### src/rtl/core/tlat_pkg.sv
// Package for the trip latency average table: sizes, operation codes, state
// encoding, the core's record types and the structs shared with its divider.
// No dependencies.
package tlat_pkg;

  // Table sizes. Both counts are powers of two so a pair index is a concatenation.
  localparam int TAG_COUNT     = 256;
  localparam int STATION_COUNT = 64;
  localparam int TAG_W         = $clog2(TAG_COUNT);
  localparam int STATION_W     = $clog2(STATION_COUNT);
  localparam int PAIR_W        = 2 * STATION_W;

  // Field widths of the words on the ports.
  localparam int FUNC_W     = 2;
  localparam int STAMP_W    = 32;
  localparam int TOTAL_W    = 48;
  localparam int COUNT_W    = 24;
  localparam int FRAC_W     = 16;
  localparam int AVG_W      = 48;
  localparam int DIVIDEND_W = TOTAL_W + FRAC_W;
  localparam int DIV_CNT_W  = $clog2(DIVIDEND_W + 1);

  // Operation codes carried on in_func.
  typedef enum logic [FUNC_W-1:0] {
    FUNC_START = 2'd0,
    FUNC_END   = 2'd1,
    FUNC_QUERY = 2'd2
  } func_t;

  // Sequencer states of the core.
  typedef enum logic [2:0] {
    ST_CLEAR,
    ST_IDLE,
    ST_END_RD,
    ST_END_UPD,
    ST_Q_RD,
    ST_Q_DIV
  } state_t;

  // One open trip record, indexed by tag.
  typedef struct packed {
    logic [STATION_W-1:0] station;
    logic [STAMP_W-1:0]   stamp;
  } open_rec_t;

  // One station pair record, indexed by {start station, end station}.
  typedef struct packed {
    logic [TOTAL_W-1:0] total;
    logic [COUNT_W-1:0] count;
  } pair_rec_t;

  // Request to the divider: launch strobe and operands.
  typedef struct packed {
    logic               go;
    logic [TOTAL_W-1:0] total;
    logic [COUNT_W-1:0] count;
  } div_req_t;

  // Response from the divider: completion strobe and saturated quotient.
  typedef struct packed {
    logic             done;
    logic [AVG_W-1:0] quot;
  } div_rsp_t;

endpackage

### src/rtl/core/tlat_div.sv
// Bit-serial restoring divider for the average query: (total << 16) / count.
// Depends on tlat_pkg for widths and the request and response structs.
module tlat_div (
  input  logic               clk,
  input  logic               rst_n,
  input  tlat_pkg::div_req_t req,
  output tlat_pkg::div_rsp_t rsp
);

  logic                             run_r;
  logic                             done_r;
  logic [tlat_pkg::DIV_CNT_W-1:0]   cnt_r;
  logic [tlat_pkg::DIVIDEND_W-1:0]  sh_r;
  logic [tlat_pkg::COUNT_W-1:0]     rem_r;
  logic [tlat_pkg::COUNT_W-1:0]     div_r;
  logic [tlat_pkg::COUNT_W:0]       trial;
  logic [tlat_pkg::COUNT_W:0]       diff;
  logic                             fits;

  // One quotient bit per cycle: shift the next dividend bit into the remainder.
  assign trial = {rem_r, sh_r[tlat_pkg::DIVIDEND_W-1]};
  assign fits  = (trial >= {1'b0, div_r});
  assign diff  = trial - {1'b0, div_r};

  // Step counter and completion strobe.
  always_ff @(posedge clk) begin
    if (!rst_n) begin
      run_r  <= 1'b0;
      done_r <= 1'b0;
      cnt_r  <= '0;
    end else begin
      done_r <= 1'b0;
      if (req.go) begin
        run_r <= 1'b1;
        cnt_r <= tlat_pkg::DIV_CNT_W'(tlat_pkg::DIVIDEND_W);
      end else if (run_r) begin
        cnt_r <= cnt_r - 1'b1;
        if (cnt_r == tlat_pkg::DIV_CNT_W'(1)) begin
          run_r  <= 1'b0;
          done_r <= 1'b1;
        end
      end
    end
  end

  // Datapath: the dividend register fills with quotient bits as it empties.
  always_ff @(posedge clk) begin
    if (req.go) begin
      sh_r  <= {req.total, tlat_pkg::FRAC_W'(0)};
      rem_r <= '0;
      div_r <= req.count;
    end else if (run_r) begin
      sh_r  <= {sh_r[tlat_pkg::DIVIDEND_W-2:0], fits};
      rem_r <= fits ? diff[tlat_pkg::COUNT_W-1:0] : trial[tlat_pkg::COUNT_W-1:0];
    end
  end

  // A quotient that does not fit in the result width saturates.
  assign rsp.done = done_r;
  assign rsp.quot = (|sh_r[tlat_pkg::DIVIDEND_W-1:tlat_pkg::AVG_W]) ? '1
                                                                   : sh_r[tlat_pkg::AVG_W-1:0];

endmodule

### config.mk
export PLATFORM = sky130hd
export DESIGN_NAME = tlat_div
export DESIGN_NICKNAME = d
export VERILOG_FILES = /design/src/rtl/core/tlat_pkg.sv /design/src/rtl/core/tlat_div.sv
export SDC_FILE = /design/constraint.sdc
export NUM_CORES = 1
export LEC_CHECK = 0
export ABC_AREA = 1
export BUFFER_PORTS_ARGS = -buffer_cell sky130_fd_sc_hd__clkbuf_2
export CAP_MARGIN = 20
export CORE_MARGIN = 3
export CORE_UTILIZATION = 35
export CTS_CLUSTER_DIAMETER = 200
export DETAILED_ROUTE_END_ITERATION = 10
export SLEW_MARGIN = 40
export SYNTH_ARGS = -nofsm -noshare
export SYNTH_HDL_FRONTEND = slang
export SYNTH_SLANG_ARGS = --single-unit
### constraint.sdc
create_clock -name clk -period 2.8 [get_ports clk]
set_clock_uncertainty 0.2 [all_clocks]
set_input_delay 0.14 -clock clk [delete_from_list [all_inputs] [get_ports clk]]
set_output_delay 0.14 -clock clk [all_outputs]
set_load 0.01 [all_outputs]
==> impl_metrics.py <==
metrics = {
    "critical_path": {
        "cpLargestDelayFamily": "simple AND/OR/NAND/NOR gates",
        "slowest_stage": "fa_1",
        "crit_fanout": 4,
        "rrSetupSlack_ns": 0.41,
        "slowest_delay_ns": 0.41,
        "required_ns": 2.91,
        "cpMostUsedCell": "nand2_1",
        "path_class": "reg2reg",
        "critical_path_arrival_ns": 2.49,
        "path_buf_inv": 2,
        "endpoint_kind": "register",
        "path_cells": "inv_1 > ha_1 > fa_1 > inv_1 > nand2_1 > nand3_1 > nand2_1 > nand2_1 > nand2_1 > nand2_1 > nand2_1 > nand2_1 > nand2_1 > nand3_1 > nand2_1",
        "start_kind": "register",
    },
    "routing": {
        "dr.pass1.iters": 5,
        "drt_iter0_markers": 398,
        "drc": 0,
        "viasPerCell": 4.62,
        "totalWireLength_um": 19200,
        "wire_per_inst_um": 13.7,
        "drtAntennaViolNets": 0,
        "vias": 6481,
    },
    "floorplanning": {
        "die_w_um": 147,
        "coreArea_mm2": 0.0191,
        "rows": 50,
        "ios": 124,
        "dieArea_mm2": 0.0216,
        "initial_core_util_pct": 36.4,
        "dieHeight_um": 147,
    },
    "power": {
        "p_leak_nw": 4.45,
        "power_density_mw_per_mm2": 523,
        "p_int_w": 0.00359,
        "ir_drop_mv": 0.394,
        "seqPwrFrac_pct": 42.7,
        "p_sw_share_pct": 24.9,
        "p_comb_share_pct": 10.8,
        "p_clk_share_pct": 46.5,
        "power_switching_w": 0.00119,
    },
    "cts": {
        "cts_max_path_buffers": 2,
        "cts_setup_buffers": 0,
        "clk_latency_ns": 0.42,
        "clk_pin_slew_ns": 0.06,
        "htreeDepth": 4,
        "numCtsBuffers": 17,
        "cts_tree": "done",
        "numClockSinks": 121,
        "clock-root-buffer": "clkbuf_16",
    },
    "sta": {
        "rsz0062_at_grt": "false",
        "tightestPinTransition_ns": 0.594,
        "finalSetupViolCount": 0,
        "slew_headroom_pct": 60.4,
        "hold_viol": 0,
        "fin_crit_sh_pct": 85.3,
        "fin_crit_ns": 2.39,
        "fmax_mhz": 419,
        "setup_ws_ns": 0.413,
        "slew_violations": 0,
        "setup_tns_ns": 0,
    },
    "global_routing": {
        "overflow": 0,
        "grt_max_degree": 76,
        "grt_use_total_pct": 18.1,
        "grt_pass1_vias": 6445,
        "grt_pass1_wl_um": 31800,
        "antenna_found_initial": 0,
    },
    "logic_synthesis": {
        "ys_seq_elements": 121,
        "synthTopCellsByCount": "nand2_1 (329), inv_1 (183), edfxtp_1 (72)",
        "syn_area_per_cell_um2": 7.43,
        "synthDistinctLibCells": 33,
        "synth_nets": 1037,
        "synth_edf_count": 72,
        "ys_warn_count": 0,
        "synth_seq_area_share_pct": 45.2,
        "synthFlopType": "edfxtp_1",
        "synth_area_mm2": 0.00695,
        "yosysMostFrequentCell": "nand2_1",
        "netlist.area_leader.share_pct": 31.1,
        "yosys.area.top_type": "edfxtp_1",
        "synth_area_leaders": "edfxtp_1 (31%), nand2_1 (18%), dfxtp_1 (14%)",
        "syn_inst": 935,
        "synthArstFlopShare_pct": 0,
    },
    "final_layout": {
        "multi_input_area_mm2": 0.00293,
        "nets": 1233,
        "instances_no_fill": 1404,
        "num-fill-cells": 1863,
        "register_area_mm2": 0.00314,
        "area_delta_synth_final_pct": 31.7,
        "final_util_pct": 47.9,
        "n_antenna_cell": 0,
        "drive_gt1_share_pct": 16.2,
    },
    "run_status": {
        "run_status": "complete, no violations",
    },
    "placement": {
        "dp.cells": 1299,
        "pre_cts_slack_ns": 0.403,
        "gp_congestion": 0.944,
        "portBuffers": 123,
        "dp_hpwl_um": 13400,
    },
    "run": {
        "maxCapViolCount": 0,
    },
    "hold_path": {
        "hold_class": "in2reg",
    },
}
-- metal layers --
layer / track usage, % / part of all wire (%) / up-vias / wire length, um
met5: 0 / 0 / - / 0
met4: 5.78 / 1.7 / 0 / 320
met3: 4.07 / 5.2 / 19 / 989
met2: 29.8 / 46 / 177 / 8910
met1: 23.8 / 47 / 2943 / 8970
li1: - / - / 3342 / -
-- layout by cell type (no fill, tap or decap), types with 9 or more instances in the layout --
cell,netlist,layout
nand2_1,329,329
clkbuf_2,0,122
a21oi_1,18,18
dfxtp_1,49,49
ha_1,26,26
o22ai_1,15,15
dlygate4sd3_1,0,73
clkbuf_16,0,17
nand3_1,40,40
xnor2_1,10,10
nand4_1,30,30
o21ai_0,54,54
edfxtp_1,72,72
nor2_1,34,34
buf_4,4,10
inv_1,183,183
nor2_2,9,9
-- sequential cells by signal, summed over array words and instances (netlist names) --
signal  count
div_r      24
cnt_r       7
run_r       1
sh_r       64
rem_r      24
done_r      1
-- cells by family after synthesis --
family / Yosys count / synth area share [%]
DFF: 121 / 45.2
and+or+nand+nor: 464 / 28.2
buffers and inverters: 217 / 12.7
xor gates and xnor gates: 13 / 1.64
adders and majority gates: 27 / 4.97
AOI/OAI and AO/OA: 93 / 7.20
-- power by group through the flow --
stage | clock, W | sequential, W | combinational, W
after CTS | 0.00226 | 0.00204 | 0.000515
after detailed placement | 0 | 0.00208 | 0.000430
after global placement | 0 | 0.00208 | 0.000430
after floorplan | 0 | 0.00207 | 0.000275
final | 0.00222 | 0.00204 | 0.000516
after global routing | 0.00233 | 0.00205 | 0.000583
-- timing repair --
item / CTS / global route
gates resized for setup: 0 / 0
endpoints found under the hold margin: 78 / 0
hold buffers: 73 / 0
-- area by class of cell --
class | count | area share (%)
Clock buffer | 20 | 4.99
Tap cell | 260 | 3.56
Clock inverter | 12 | 1.50
Sequential cell | 121 | 34.4
Inverter | 186 | 7.63
Multi-Input combinational cell | 597 | 32.0
Timing Repair Buffer | 208 | 16.0
-- per-stage QoR --
stage	hold slack, ns	power, W	cell area (um^2)
after floorplan	0.0389	0.00235	6950
after global placement	0.117	0.00250	7820
after detailed placement	0.120	0.00251	7820
after CTS	0.154	0.00481	9150
after global routing	0.161	0.00497	9150
final	0.122	0.00478	9150
-- final timing paths --
kind,from,to,depth (start not counted)
min reg2reg,rem_r[5],rem_r[5],2
max reg2reg,sh_r[63],rem_r[16],15
max,sh_r[63],rem_r[16],15
min,req[72],div_r[9],2
No activity file was read; power rests on OpenSTA's default activity.
